**config.mk**
```make
export PLATFORM = sky130hd
export DESIGN_NAME = rbwd_cordic
export DESIGN_NICKNAME = d
export VERILOG_FILES = /design/src/hdl/rbwd_pkg.sv /design/src/hdl/rbwd_cordic.sv
export SDC_FILE = /design/constraint.sdc
export NUM_CORES = 2
export LEC_CHECK = 0
export ABC_AREA = 1
export ABC_CLOCK_PERIOD_IN_PS = 5660
export BUFFER_PORTS_ARGS = -buffer_cell sky130_fd_sc_hd__clkbuf_2
export CAP_MARGIN = 20
export CORE_MARGIN = 3
export CORE_UTILIZATION = 42
export DETAILED_ROUTE_END_ITERATION = 6
export PLACE_DENSITY_LB_ADDON = 0.15
export RECOVER_POWER = 50
export SYNTH_ARGS = -nofsm -noshare
export SYNTH_HDL_FRONTEND = slang
export SYNTH_SLANG_ARGS = --single-unit
```
**constraint.sdc**
```tcl
create_clock -name clk -period 5.66 [get_ports clk]
set_input_delay 0.566 -clock clk [delete_from_list [all_inputs] [get_ports clk]]
set_output_delay 0.566 -clock clk [all_outputs]
set_load 0.01 [all_outputs]
```
**src/hdl/rbwd_pkg.sv**
```systemverilog
// ----------------------------------------------------------------------------
// rbwd_pkg
// Shared constants, types and the arctangent table of the wall distance core.
// ----------------------------------------------------------------------------
`default_nettype none

package rbwd_pkg;

  localparam int DIR_FRAC_BITS         = 14;
  localparam int CORDIC_STEPS          = 14;
  localparam int CORDIC_START          = 9949;
  localparam int POS_FRAC_BITS_DEFAULT = 7;
  localparam int FHS_W                 = 15;
  localparam int RANGE_W               = 16;
  localparam int CFG_DATA_W            = 16;
  localparam int FHS_RESET             = 9216;
  localparam int RANGE_RESET           = 2000;
  localparam int Q_W                   = 17;   // quotient bits, one above the 16-bit range
  localparam int E_W                   = 19;   // divisor 10*|c|
  localparam int ANG_W                 = 17;   // CORDIC residual angle and vector width

  typedef enum logic [0:0] {
    REG_FIELD_HALF_SIZE = 1'b0,
    REG_RANGE_CAP       = 1'b1
  } cfg_reg_t;

  typedef struct packed {
    logic signed [15:0] pos_x;
    logic signed [15:0] pos_y;
    logic [15:0]        heading;
  } pose_t;

  typedef struct packed {
    logic signed [15:0] px;
    logic signed [15:0] py;
    logic signed [15:0] c;
    logic signed [15:0] s;
  } geo_t;

  typedef struct packed {
    logic        any;
    logic [15:0] dmag;
    logic [15:0] cmag;
  } div_in_t;

  typedef struct packed {
    logic           any;
    logic           ovf;
    logic [Q_W-1:0] q;
  } div_out_t;

  function automatic logic signed [ANG_W-1:0] cordic_atan(input logic [3:0] idx);
    logic signed [ANG_W-1:0] a;
    case (idx)
      4'd0:    a = 17'sd8192;
      4'd1:    a = 17'sd4836;
      4'd2:    a = 17'sd2555;
      4'd3:    a = 17'sd1297;
      4'd4:    a = 17'sd651;
      4'd5:    a = 17'sd326;
      4'd6:    a = 17'sd163;
      4'd7:    a = 17'sd81;
      4'd8:    a = 17'sd41;
      4'd9:    a = 17'sd20;
      4'd10:   a = 17'sd10;
      4'd11:   a = 17'sd5;
      4'd12:   a = 17'sd3;
      4'd13:   a = 17'sd1;
      default: a = 17'sd0;
    endcase
    return a;
  endfunction

endpackage

`default_nettype wire

```
**src/hdl/rbwd_cordic.sv**
```systemverilog
// ----------------------------------------------------------------------------
// rbwd_cordic
// Pipelined CORDIC: heading to Q14 cosine and sine, one rotation per stage.
// ----------------------------------------------------------------------------
`default_nettype none

module rbwd_cordic (
  input  wire logic          clk,
  input  wire logic          rst,
  input  wire logic          en,
  input  wire logic          in_v,
  input  rbwd_pkg::pose_t    pose,
  output logic               out_v,
  output rbwd_pkg::geo_t     geo
);
  import rbwd_pkg::*;

  logic                    v  [0:CORDIC_STEPS];
  logic                    fl [0:CORDIC_STEPS];
  logic signed [ANG_W-1:0] x  [0:CORDIC_STEPS];
  logic signed [ANG_W-1:0] y  [0:CORDIC_STEPS];
  logic signed [ANG_W-1:0] z  [0:CORDIC_STEPS];
  logic signed [15:0]      px [0:CORDIC_STEPS];
  logic signed [15:0]      py [0:CORDIC_STEPS];

  // fold the half turn through +-32768 away; the residual angle is the heading
  // with bit 15 replaced by bit 14
  always_ff @(posedge clk) begin
    if (rst) begin
      v[0] <= 1'b0;
    end else if (en) begin
      v[0] <= in_v;
    end
  end

  always_ff @(posedge clk) begin
    if (en) begin
      fl[0] <= pose.heading[15] ^ pose.heading[14];
      x[0]  <= ANG_W'(CORDIC_START);
      y[0]  <= '0;
      z[0]  <= {pose.heading[14], pose.heading[14], pose.heading[14:0]};
      px[0] <= pose.pos_x;
      py[0] <= pose.pos_y;
    end
  end

  for (genvar i = 0; i < CORDIC_STEPS; i++) begin : g_step
    always_ff @(posedge clk) begin
      if (rst) begin
        v[i+1] <= 1'b0;
      end else if (en) begin
        v[i+1] <= v[i];
      end
    end

    always_ff @(posedge clk) begin
      if (en) begin
        fl[i+1] <= fl[i];
        px[i+1] <= px[i];
        py[i+1] <= py[i];
        if (!z[i][ANG_W-1]) begin
          x[i+1] <= x[i] - (y[i] >>> i);
          y[i+1] <= y[i] + (x[i] >>> i);
          z[i+1] <= z[i] - cordic_atan(4'(i));
        end else begin
          x[i+1] <= x[i] + (y[i] >>> i);
          y[i+1] <= y[i] - (x[i] >>> i);
          z[i+1] <= z[i] + cordic_atan(4'(i));
        end
      end
    end
  end

  // undo the fold: negate both components
  always_ff @(posedge clk) begin
    if (rst) begin
      out_v <= 1'b0;
    end else if (en) begin
      out_v <= v[CORDIC_STEPS];
    end
  end

  always_ff @(posedge clk) begin
    if (en) begin
      geo.px <= px[CORDIC_STEPS];
      geo.py <= py[CORDIC_STEPS];
      geo.c  <= fl[CORDIC_STEPS] ? 16'(-x[CORDIC_STEPS]) : 16'(x[CORDIC_STEPS]);
      geo.s  <= fl[CORDIC_STEPS] ? 16'(-y[CORDIC_STEPS]) : 16'(y[CORDIC_STEPS]);
    end
  end

endmodule

`default_nettype wire

```
### After elaboration in Yosys (flattened, before gate mapping)

Memories as Yosys holds them, arrays and structs flattened. A register that Yosys moved wholly into a read port is not among the register bits.
Cells that the tools add are included.

* output and inout port bits: 65
* flip-flop bits (word level): 32
* ROM bits: 0
* bits in latches: 0
* input bits: 52
* memories kept: 7
* RAM bits: 1275

* divide/modulo/power cells: 0
* reduce and logical (&&, ||, !) cells: 0
* muxes and demuxes: 149
* multipliers: 0
* bitwise logic cells: 58
* add/subtract/negate cells: 85
* eq/ne operators: 0
* order comparisons: 0
* shift-type cells: 0

Memories
* x: depth 15, bits a word 17, rd ports 15, clocked after memory_dff 0, write ports 15, line rbwd_cordic.sv:20 `logic signed [ANG_W-1:0] x [0:CORDIC_STEPS];`
* y: depth 15, bits a word 17, rd ports 15, clocked after memory_dff 0, write ports 15, line rbwd_cordic.sv:21 `logic signed [ANG_W-1:0] y [0:CORDIC_STEPS];`
* z: depth 15, bits a word 17, rd ports 14, clocked after memory_dff 0, write ports 15, line rbwd_cordic.sv:22 `logic signed [ANG_W-1:0] z [0:CORDIC_STEPS];`
* px: depth 15, bits a word 16, rd ports 15, clocked after memory_dff 1, write ports 15, line rbwd_cordic.sv:23 `logic signed [15:0] px [0:CORDIC_STEPS];`
* py: depth 15, bits a word 16, rd ports 15, clocked after memory_dff 1, write ports 15, line rbwd_cordic.sv:24 `logic signed [15:0] py [0:CORDIC_STEPS];`
* fl: depth 15, bits a word 1, rd ports 15, clocked after memory_dff 0, write ports 15, line rbwd_cordic.sv:19 `logic fl [0:CORDIC_STEPS];`
* 1 more memories

Operators with widths (number)
* two-way mux 17 bit: 42
* two-way mux 1 bit: 105
* OR 1 bit: 57
* adder 17 x 10 -> 17 bit: 2
* adder 17 x 11 -> 17 bit: 2
* adder 17 x 12 -> 17 bit: 2
* adder 17 x 13 -> 17 bit: 2
* adder 17 x 14 -> 17 bit: 2
* adder 17 x 15 -> 17 bit: 2
* adder 17 x 16 -> 17 bit: 2
* adder 17 x 4 -> 17 bit: 2
* adder 17 x 5 -> 17 bit: 2
* adder 17 x 6 -> 17 bit: 2
* adder 17 x 7 -> 17 bit: 2
* adder 17 x 8 -> 17 bit: 2
* adder 17 x 9 -> 17 bit: 2
* subtractor 17 x 10 -> 17 bit: 2
* subtractor 17 x 11 -> 17 bit: 2
* subtractor 17 x 12 -> 17 bit: 2
* subtractor 17 x 13 -> 17 bit: 2
* subtractor 17 x 14 -> 17 bit: 2
* subtractor 17 x 15 -> 17 bit: 2
* subtractor 17 x 16 -> 17 bit: 2
* subtractor 17 bit: 2
* other kinds (38): 46

### Depth between registers and ports, before layout

* depth in word-level cells: 4
* mapped depth: 20
* depth with buffers taken out: 20

### Worst setup path before layout

OpenSTA, ideal clock, no wires.

* kind: input port to flip-flop
* start: in en
* end: mem y[7][16], data pin
* stages on the path: 14
* path buffers: 2
* data required time: 5.408 ns
* slack: 2.538 ns
* arrival: 2.870 ns
* library setup time: 0.252 ns
* cell sequence: buf_4 > nand2_2 > clkbuf_1 > nand2_1 > xor2_1 > ha_1 > or2_2 > and2_1 > nand2_1 > nand2_1 > nand2_1 > nand2_1 > nand3_1 > nand2_1

RTL lines
* from (decl): line rbwd_cordic.sv:10 `input wire logic en,`
* to (decl): line rbwd_cordic.sv:21

==> run metrics <==
Post-Synth Adder-Cell Area=11.6%; vias=52.9k; HPWL after DPL=130,000 microns; synthesized-area fraction occupied by and/or/nand/nor cells=19.3%; max-slew violation count=456; setup TNS=0 ps; Seq/Total Area, Yosys=49.9%; Mapped Cells=7,859; Final Hold Vio Count=0; Num Clock Sinks=1,230; Yosys cell types=46; # diodes=0; Port Buffers=116; Req. time, crit path=5950 ps; clk slew on worst S/H paths=60 ps; FMAX=240 MHz; Overflow after GRT=0; Die Y-Extent=426 microns; buffer depth of the longest clock path=3; crit-path max FO=64; CTS Buf Count=140; Setup CP Type=in -> reg; fin crit share=73.6%; max-cap viol count=9; Initial Utilization=42.4%; top area cells in the synthesized netlist=edfxtp_1 (50%), ha_1 (11%), nand2_1 (9.8%); syn_area_per_cell=9.41 sq um; Post-synth ARST share=0%; total wire length=168,000 microns; minimum clock period=4170 ps; Core ar.=0.174 sq mm; Compound-Gate Fraction of Synth Area=7.35%; Hold Path Class=in -> reg; Main synth FF type=edfxtp_1; startpoint types=input port; # rows=153; Detailed Routing Iterations Pass 1=7; initial antenna violation count=1; All-Layer GR Usage=18.6%; vias in the first global route=52.1k; Yosys reg bits=1,230; Die Width=426 microns; Synth top area share=49.9%; fin cells=10.6k; XOR/XNOR Fraction of Synth Area=6.61%; Syn-to-layout area delta=11.6%; placed insts=10.3k; drt via density=5.00; Worst Reg-to-Reg Cells=13; Finished Cell Area=0.0826 sq mm; DR DRC count=3; hold path depth=3; Slew @ Worst Pin=3550 ps; I/O Pins=117; main combinational cell family by area after synthesis=simple AND/OR/NAND/NOR gates; largest net degree at the start of global routing=200; Warnings, synthesis=0; Post-CTS Resized=0; nets@finish=8,859; RSZ-0062 raised after global routing=false; clk_lat worst skew=780 ps; gpl congestion=0.885; violated checks=DRC, capacitance limit, slew limit; dpl cell area=0.0775 sq mm; Slew Limit Headroom=-137%; setup violators final=0; Post-synth EDFFs=1,229; outcome=finished with violations; CP arrival=4460 ps; initial DRC count=3,203; post-synthesis cell area=0.0740 sq mm; post-synth top area cell=edfxtp_1; die area=0.181 sq mm; DR WL/cell=15.9 microns; first-pass GRT wire length=273,000 microns; root buffer cell=clkbuf_16; post-synthesis mux area share=0%; clk_skew=27.2 ps; layout cells sized above 1=4.48%; crit path capture type=register; post-route ant nets=0; H-Tree Depth=4; clock tree from TritonCTS=yes
placed cells by master (no fill, tap or decap), types with 12 or more instances in the layout:
| cell | n |
|---|---|
| a21boi_0 | 19 |
| a21o_1 | 88 |
| a21oi_1 | 503 |
| a31oi_1 | 28 |
| and2_1 | 13 |
| clkbuf_1 | 50 |
| clkbuf_16 | 141 |
| clkbuf_2 | 105 |
| clkinv_1 | 22 |
| clkinv_2 | 29 |
| dlygate4sd3_1 | 48 |
| edfxtp_1 | 1229 |
| fa_1 | 37 |
| ha_1 | 627 |
| inv_1 | 944 |
| inv_2 | 12 |
| nand2_1 | 1939 |
| nand3_1 | 599 |
| nand3b_1 | 49 |
| nand4_1 | 69 |
| nor2_1 | 631 |
| nor3_1 | 101 |
| o21a_1 | 14 |
| o21ai_0 | 162 |
| o21ai_1 | 16 |
| o21bai_1 | 107 |
| xnor2_1 | 81 |
| xor2_1 | 477 |
sequential cells by signal, summed over array words and instances (netlist names):
name / count
fl: 15
out_v: 1
x: 217
y: 219
z: 219
geo: 64
px: 240
v: 15
py: 240
final timing paths:
check | start | endpoint | slack (ps)
max | en | x[8][0] | 1490
max reg2reg | z[2][16] | x[5][14] | 1510
min reg2reg | px[13][2] | px[14][2] | 400
min | in_v | v[0] | 80
routing by layer:
metal / part of all wire [%] / global-route usage, %
met1: 45 / 24.1
met2: 49 / 32.6
met4: 2.3 / 4.81
met5: 0 / 0
met3: 3.1 / 2.36
kinds of logic (layout without fill, tap and decap cells):
family,after synthesis,after routing
and+or+nand+nor,3441,3441
DFF,1230,1230
buffers and inverters,1009,1408
AOI/OAI and AO/OA,955,955
adders and majority gates,664,664
xor gates and xnor gates,558,558
other,2,4
cell usage after synthesis, types with 30 or more instances:
cell type,n
xnor2_1,81
nand3_1,599
o21bai_1,107
nand4_1,69
xor2_1,477
nor2_1,630
fa_1,37
clkbuf_1,30
nand3b_1,49
inv_1,943
ha_1,627
nor3_1,101
edfxtp_1,1229
a21oi_1,503
nand2_1,1935
a21o_1,88
o21ai_0,162
through the flow:
step,hold WS [ps],setup WS [ps],utilization [%]
floorplan,400,2540,-
global placement,400,1800,44.4
detailed placement,405,1760,44.4
CTS,8.69,2350,47.4
global route,38.9,1150,47.3
finish,83.5,1490,47.3
critical path, cell delays in order:
cell and delay (ps):
buf_12 290, clkbuf_1 910, clkbuf_1 2560
layout make-up:
class,instances,area (sq um)
multi-input cells,5622,33200
inverters,958,3600
repair buffers,191,1240
fillers,16500,91800
clock buffers,165,3620
well taps,2325,2910
clock inverters,94,1050
flip-flops and latches,1230,36900
what timing repair did:
action,in CTS,in global routing
hold buffers,48,0
endpoints found under the hold margin,48,0
buffers inserted,0,0
Power is not shown: default switching activity piles up to over one toggle a cycle in this logic, so the estimate is an artifact.
