==> src/hdl/rbwd_pkg.sv <==
// ----------------------------------------------------------------------------
// rbwd_pkg
// Shared constants, types and the arctangent table of the wall distance core.
// ----------------------------------------------------------------------------
`default_nettype none

package rbwd_pkg;

  localparam int DIR_FRAC_BITS         = 14;
  localparam int CORDIC_STEPS          = 14;
  localparam int CORDIC_START          = 9949;
  localparam int POS_FRAC_BITS_DEFAULT = 7;
  localparam int FHS_W                 = 15;
  localparam int RANGE_W               = 16;
  localparam int CFG_DATA_W            = 16;
  localparam int FHS_RESET             = 9216;
  localparam int RANGE_RESET           = 2000;
  localparam int Q_W                   = 17;   // quotient bits, one above the 16-bit range
  localparam int E_W                   = 19;   // divisor 10*|c|
  localparam int ANG_W                 = 17;   // CORDIC residual angle and vector width

  typedef enum logic [0:0] {
    REG_FIELD_HALF_SIZE = 1'b0,
    REG_RANGE_CAP       = 1'b1
  } cfg_reg_t;

  typedef struct packed {
    logic signed [15:0] pos_x;
    logic signed [15:0] pos_y;
    logic [15:0]        heading;
  } pose_t;

  typedef struct packed {
    logic signed [15:0] px;
    logic signed [15:0] py;
    logic signed [15:0] c;
    logic signed [15:0] s;
  } geo_t;

  typedef struct packed {
    logic        any;
    logic [15:0] dmag;
    logic [15:0] cmag;
  } div_in_t;

  typedef struct packed {
    logic           any;
    logic           ovf;
    logic [Q_W-1:0] q;
  } div_out_t;

  function automatic logic signed [ANG_W-1:0] cordic_atan(input logic [3:0] idx);
    logic signed [ANG_W-1:0] a;
    case (idx)
      4'd0:    a = 17'sd8192;
      4'd1:    a = 17'sd4836;
      4'd2:    a = 17'sd2555;
      4'd3:    a = 17'sd1297;
      4'd4:    a = 17'sd651;
      4'd5:    a = 17'sd326;
      4'd6:    a = 17'sd163;
      4'd7:    a = 17'sd81;
      4'd8:    a = 17'sd41;
      4'd9:    a = 17'sd20;
      4'd10:   a = 17'sd10;
      4'd11:   a = 17'sd5;
      4'd12:   a = 17'sd3;
      4'd13:   a = 17'sd1;
      default: a = 17'sd0;
    endcase
    return a;
  endfunction

endpackage

`default_nettype wire

==> src/hdl/rbwd_div.sv <==
// ----------------------------------------------------------------------------
// rbwd_div
// Millimetre conversion with round-half-up: pipelined restoring divider,
// one quotient bit per stage.
// ----------------------------------------------------------------------------
`default_nettype none

module rbwd_div #(
  parameter int POS_FRAC_BITS = rbwd_pkg::POS_FRAC_BITS_DEFAULT
) (
  input  wire logic          clk,
  input  wire logic          rst,
  input  wire logic          en,
  input  wire logic          in_v,
  input  rbwd_pkg::div_in_t  dv,
  output logic               out_v,
  output rbwd_pkg::div_out_t dq
);
  import rbwd_pkg::*;

  localparam int SHIFT = DIR_FRAC_BITS - POS_FRAC_BITS;
  localparam int NUM_W = 23 + SHIFT;
  localparam int D_W   = NUM_W + 2;

  // stage P: dividend 2*num + den, divisor 2*den
  logic               p_v, p_any;
  logic [D_W-1:0]     p_d;
  logic [E_W-1:0]     p_e;
  logic [D_W-1:0]     p_prod;

  assign p_prod = D_W'(dv.dmag) * D_W'(127);

  always_ff @(posedge clk) begin
    if (rst) begin
      p_v <= 1'b0;
    end else if (en) begin
      p_v <= in_v;
    end
  end

  always_ff @(posedge clk) begin
    if (en) begin
      p_any <= dv.any;
      p_d   <= (p_prod << (SHIFT + 1)) + D_W'(dv.cmag) * D_W'(5);
      p_e   <= E_W'(dv.cmag) * E_W'(10);
    end
  end

  // stage chain: index 0 is the overflow check, then one stage per bit
  logic           v   [0:Q_W];
  logic           any [0:Q_W];
  logic           ovf [0:Q_W];
  logic [E_W-1:0] e   [0:Q_W];
  logic [E_W-1:0] rem [0:Q_W];
  logic [Q_W-1:0] lo  [0:Q_W];
  logic [Q_W-1:0] q   [0:Q_W];

  always_ff @(posedge clk) begin
    if (rst) begin
      v[0] <= 1'b0;
    end else if (en) begin
      v[0] <= p_v;
    end
  end

  // the high part is below the divisor unless the quotient overflows
  always_ff @(posedge clk) begin
    if (en) begin
      any[0] <= p_any;
      ovf[0] <= (p_d >> Q_W) >= D_W'(p_e);
      e[0]   <= p_e;
      rem[0] <= E_W'(p_d >> Q_W);
      lo[0]  <= p_d[Q_W-1:0];
      q[0]   <= '0;
    end
  end

  for (genvar k = 0; k < Q_W; k++) begin : g_bit
    logic [E_W:0] t;
    logic         ge;

    assign t  = {rem[k], lo[k][Q_W-1]};
    assign ge = t >= {1'b0, e[k]};

    always_ff @(posedge clk) begin
      if (rst) begin
        v[k+1] <= 1'b0;
      end else if (en) begin
        v[k+1] <= v[k];
      end
    end

    always_ff @(posedge clk) begin
      if (en) begin
        any[k+1] <= any[k];
        ovf[k+1] <= ovf[k];
        e[k+1]   <= e[k];
        rem[k+1] <= ge ? E_W'(t - {1'b0, e[k]}) : E_W'(t);
        lo[k+1]  <= lo[k] << 1;
        q[k+1]   <= {q[k][Q_W-2:0], ge};
      end
    end
  end

  assign out_v  = v[Q_W];
  assign dq.any = any[Q_W];
  assign dq.ovf = ovf[Q_W];
  assign dq.q   = q[Q_W];

endmodule

`default_nettype wire

==> config.mk <==
export PLATFORM = sky130hd
export DESIGN_NAME = rbwd_div
export DESIGN_NICKNAME = d
export VERILOG_FILES = /design/src/hdl/rbwd_pkg.sv /design/src/hdl/rbwd_div.sv
export SDC_FILE = /design/constraint.sdc
export NUM_CORES = 2
export LEC_CHECK = 0
export BUFFER_PORTS_ARGS = -buffer_cell sky130_fd_sc_hd__buf_2
export CAP_MARGIN = 20
export CORE_MARGIN = 3
export CORE_UTILIZATION = 32
export DETAILED_ROUTE_END_ITERATION = 12
export HOLD_SLACK_MARGIN = 0.06
export PLACE_DENSITY_LB_ADDON = 0.12
export SYNTH_ARGS = -nofsm -noshare
export SYNTH_HDL_FRONTEND = slang
export SYNTH_SLANG_ARGS = --single-unit
==> constraint.sdc <==
create_clock -name clk -period 7.2 [get_ports clk]
set_input_delay 1.08 -clock clk [delete_from_list [all_inputs] [get_ports clk]]
set_output_delay 1.08 -clock clk [all_outputs]
set_load 0.005 [all_outputs]
[Word-level counts from Yosys, hierarchy flattened]
Memories as Yosys holds them, arrays and structs flattened.
Index checks and enable logic that the tools add are counted.
Storage, ports and cells
  register bits after elaboration: 52
  RAM bits: 1350
  input bits: 37
  output and inout bits: 20
  logic and storage cells: 109
  memories: 7
Cells by class
  add/subtract/negate cells: 18
  multiply operators: 3
  magnitude comparators: 18
  muxes and demuxes: 41
  bitwise operators: 18
Memories
  e: words 18, width 19, read ports 17, clocked after Yosys merged registers in 0, write ports 18, line rbwd_div.sv:53  | logic [E_W-1:0] e [0:Q_W];
  rem: words 18, width 19, read ports 17, clocked after Yosys merged registers in 0, write ports 18, line rbwd_div.sv:54  | logic [E_W-1:0] rem [0:Q_W];
  lo: words 18, width 17, read ports 17, clocked after Yosys merged registers in 0, write ports 18, line rbwd_div.sv:55  | logic [Q_W-1:0] lo [0:Q_W];
  q: words 18, width 17, read ports 18, clocked after Yosys merged registers in 0, write ports 18, line rbwd_div.sv:56  | logic [Q_W-1:0] q [0:Q_W];
  any: words 18, width 1, read ports 18, clocked after Yosys merged registers in 0, write ports 18, line rbwd_div.sv:51  | logic any [0:Q_W];
  ovf: words 18, width 1, read ports 18, clocked after Yosys merged registers in 0, write ports 18, line rbwd_div.sv:52  | logic ovf [0:Q_W];
  1 more memories
Operator list (number)
  >= comparator 20 x 19 -> 1 bit: 17
  2-to-1 mux 19 bit: 17
  subtractor 19 bit: 17
  adder 31 x 19 -> 32 bit: 1
  2-to-1 mux 1 bit: 24
  multiplier 16 x 7 -> 23 bit (second input constant): 1
  >= comparator 15 x 19 -> 1 bit: 1
  multiplier 16 x 3 -> 19 bit (second input constant): 1
  multiplier 16 x 3 -> 18 bit (second input constant): 1
  OR 1 bit: 18

[Depth between registers and ports, before layout]
  word-level depth: 4
  mapped depth: 25

[Worst setup path after synthesis]
Ideal clock, no wire load.
  kind: input-to-reg
  start point: in dv[21] in the netlist's numbering
  end point: reg p_d[21], data pin
  data arrival time: 6341 ps
  required time: 6940 ps
  slack: 600 ps
  stages: 21
  buffers on the path: 0
  cell sequence: inv_1 -> fa_1 -> inv_1 -> fa_1 -> inv_1 -> fa_1 -> fa_1 -> inv_1 -> ha_1 -> or2_2 -> o22ai_1 -> xnor2_1 -> fa_1 -> ha_1 -> a21o_1 -> a211oi_1 -> o21ai_0 -> o211a_1 -> a2111oi_0 -> a2bb2oi_1 -> xnor2_1
Between the ends
  word-level cells in the longest chain between the ends: 2
RTL lines
  start, declared: line rbwd_div.sv:15  | input rbwd_pkg::div_in_t dv,
  multiplier 16 x 7 -> 23 bit: line rbwd_div.sv:31  | assign p_prod = D_W'(dv.dmag) * D_W'(127);
  adder 31 x 19 -> 32 bit: line rbwd_div.sv:44  | p_d <= (p_prod << (SHIFT + 1)) + D_W'(dv.cmag) * D_W'(5);
  end signal, assigned: line rbwd_div.sv:44
  end, declared: line rbwd_div.sv:27  | logic [D_W-1:0] p_d;
Every way passes these cells.
A chain may end at the register's enable or synchronous reset.

[Worst setup path after layout]
Same ends and word-level chain as after synthesis.

==> impl_metrics.tcl <==
set metrics [dict create \
    status "completed" \
    grt_pass1_wl_mm 178 \
    clk_path_buf_depth 3 \
    die_area_um2 166000 \
    pin_count 57 \
    avgViaCountPerCell 4.72 \
    slew_viol_final 0 \
    cpMaxStageDelayCell "fa_1" \
    ys.flop_type "edfxtp_1" \
    drc_errors 0 \
    rows 146 \
    synthesis.nets 4640 \
    rsz0062_at_grt "no" \
    cts_buffers 112 \
    synth_top_area_share_pct 55.6 \
    slew_headroom_pct 25.7 \
    die_w_um 407 \
    die_h_um 407 \
    hp-class "reg -> reg" \
    port_buffers 56 \
    critPathTopFamily "adder cells" \
    final_area_um2 58400 \
    dp_hpwl_mm 85.4 \
    first_global_vias 32248 \
    cts.htree.levels 3 \
    maxCapViolCount 0 \
    period_minus_slack_ns 6.47 \
    cellLeakagePower_nw 23.3 \
    nNetsFinal 4798 \
    cts_num_sinks 953 \
    cp_data_arrival_time_ns 6.93 \
    fin_cells 6520 \
    syn_inst 4119 \
    placed_cells 6309 \
    dr.pass1.iters 7 \
    synthTopCellsByArea "edfxtp_1, ha_1, inv_1" \
    grt.total_usage_pct 13.7 \
    final_cell_mix "edfxtp_1, inv_1, ha_1, a21oi_1, nand2_1" \
    fin_ws_ns 0.730 \
    path_cells "buf_2, inv_1, fa_1, fa_1, inv_1, ha_1, xor2_1, fa_1, inv_1, ha_1, o21ai_0, a21oi_1, o22ai_1, xnor2_1, fa_1, ha_1, a21o_1, a211oi_1, o21ai_0, o211a_1, a2111oi_0, a2bb2oi_1, xnor2_1" \
    gp_congestion 0.870 \
    cts_hold_buffers 0 \
    nFillCells 15436 \
    path_max_fanout 5 \
    routed_wl_mm 113 \
    clk_latency_ns 0.72 \
    syn2layout_area_growth_pct 13.5 \
    hold_violations 0 \
    path_clk_slew_ns 0.06 \
    final_common_cell "edfxtp_1" \
    whs_ns 0.403 \
    postSynthRegisterBits 953 \
    start_util_pct 32.3 \
    end_kind "register" \
    criticalPathCategory "in -> reg" \
    post_cts_buffers 0 \
    skew_ns 0.0248 \
    reg2reg_slack_ns 2.79 \
    grt_max_degree 180 \
    netlist_area_um2 51400 \
    pre_cts_ws_ns 0.0233 \
    yosysSeqAreaShare_pct 55.6 \
    setup-tns-final_ns 0 \
    async_flop_share_pct 0 \
    wl_per_cell_um 17.3 \
    max_stage_delay_ns 0.56 \
    vias 30795 \
    cts_tree "done" \
    path_common_cell "fa_1" \
    yosys_warnings 0 \
    fin_crit_sh_pct 89.9 \
    start_kind "input pin" \
    finalSetupViolCount 0 \
    cts_root_buffer "clkbuf_16" \
    first_iter_violations 1267 \
    postSynthAreaPerCell_um2 12.5 \
    cp.required_ns 7.66 \
    core_area_um2 159000 \
    ant_nets 0 \
    ir_drop_mv 0.210 \
    cts_resized 0 \
    crit_buf_inv 4 \
    synth_edf_count 952 \
    drive_gt1_share_pct 10.7 \
    antenna_found_initial 0 \
    yosys.area.top_type "edfxtp_1" \
    placed_cell_area_um2 54500 \
    ys_types 84 \
    fmax_mhz 155 \
    worstMarginPinSlew_ns 1.11 \
    grt_overflow_total 0 \
    cellPowerDensity_nw_per_um2 446 \
]
[metal layers]
layer | GRT usage [%] | up-vias | share of wire [%] | wire [um]
li1 | - | 15410 | - | -
met1 | 13.9 | 14848 | 37 | 42000
met2 | 27.7 | 351 | 56 | 63500
met3 | 1.88 | 186 | 2.7 | 2990
met4 | 5.54 | 0 | 3.6 | 4040
met5 | 0 | - | 0 | 0
[area by class of cell]
cell class | count | area (um2) | share of cell area, %
multi-input cells | 2613 | 20700 | 35.5
clock inverters | 81 | 946 | 1.62
diodes | 1 | 2.50 | 0.00429
repair buffers | 89 | 588 | 1.01
clock buffers | 129 | 2890 | 4.95
flip-flops and latches | 953 | 28600 | 49.0
inverters | 508 | 1910 | 3.27
well taps | 2146 | 2690 | 4.60
[cells in the mapped netlist, drive strengths merged (7+ instances only)]
master,instances
and3,25
nand2b,40
nand4b,16
nand3b,7
mux2i,28
o21bai,11
xor2,90
mux2,150
nand4,35
a211oi,36
nor3,76
o211ai,29
nor2,197
a31oi,25
buf,16
a21oi,241
nor4,11
and2,30
o31ai,36
or3,23
o21ai,199
fa,83
a21boi,37
a211o,16
or2,30
clkbuf,29
xnor2,162
a31o,14
nor2b,58
edfxtp,952
nand2,212
ha,401
a21o,91
o2111ai,7
o31a,9
o21a,53
a2111oi,17
inv,508
nand3,53
[worst paths after layout]
kind,from,to,cells after the start
setup / recovery,dv[21],p_d[21],23
hold reg to reg,lo[5][14],lo[6][15],0
hold / removal,lo[5][14],lo[6][15],0
setup reg to reg,rem[10][9],rem[11][15],11
[sequential cells by signal (all words and copies together) (netlist names)]
name and flops:
ovf 18, rem 319, p_any 1, any 18, lo 148, e 232
p_e 13, v 18, p_d 32, q 153, p_v 1
[report_power, final]
group | total (mW) | switching (mW) | internal, mW | leakage, nW
registers | 8.67 | 0.618 | 8.05 | 9.34
clock network | 5.89 | 2.36 | 3.53 | 1.86
logic | 11.5 | 6.31 | 5.15 | 12.1
[logic make-up after synthesis]
group / synth area share (%)
buffers and inverters: 4.11
adders and majority gates: 13.0
muxes: 3.92
and+or+nand+nor: 7.92
AOI/OAI and AO/OA: 11.1
DFF: 55.6
xor gates and xnor gates: 4.29
[per-stage QoR]
stage                     util (%)  total power, mW
after floorplan                  -             17.4
after global placement        34.3             20.3
after detailed placement      34.3             20.4
after CTS                     36.7             26.4
after global routing          36.7             28.1
final                         36.7             26.0
Note: power is estimated with default switching activity, not from simulation.
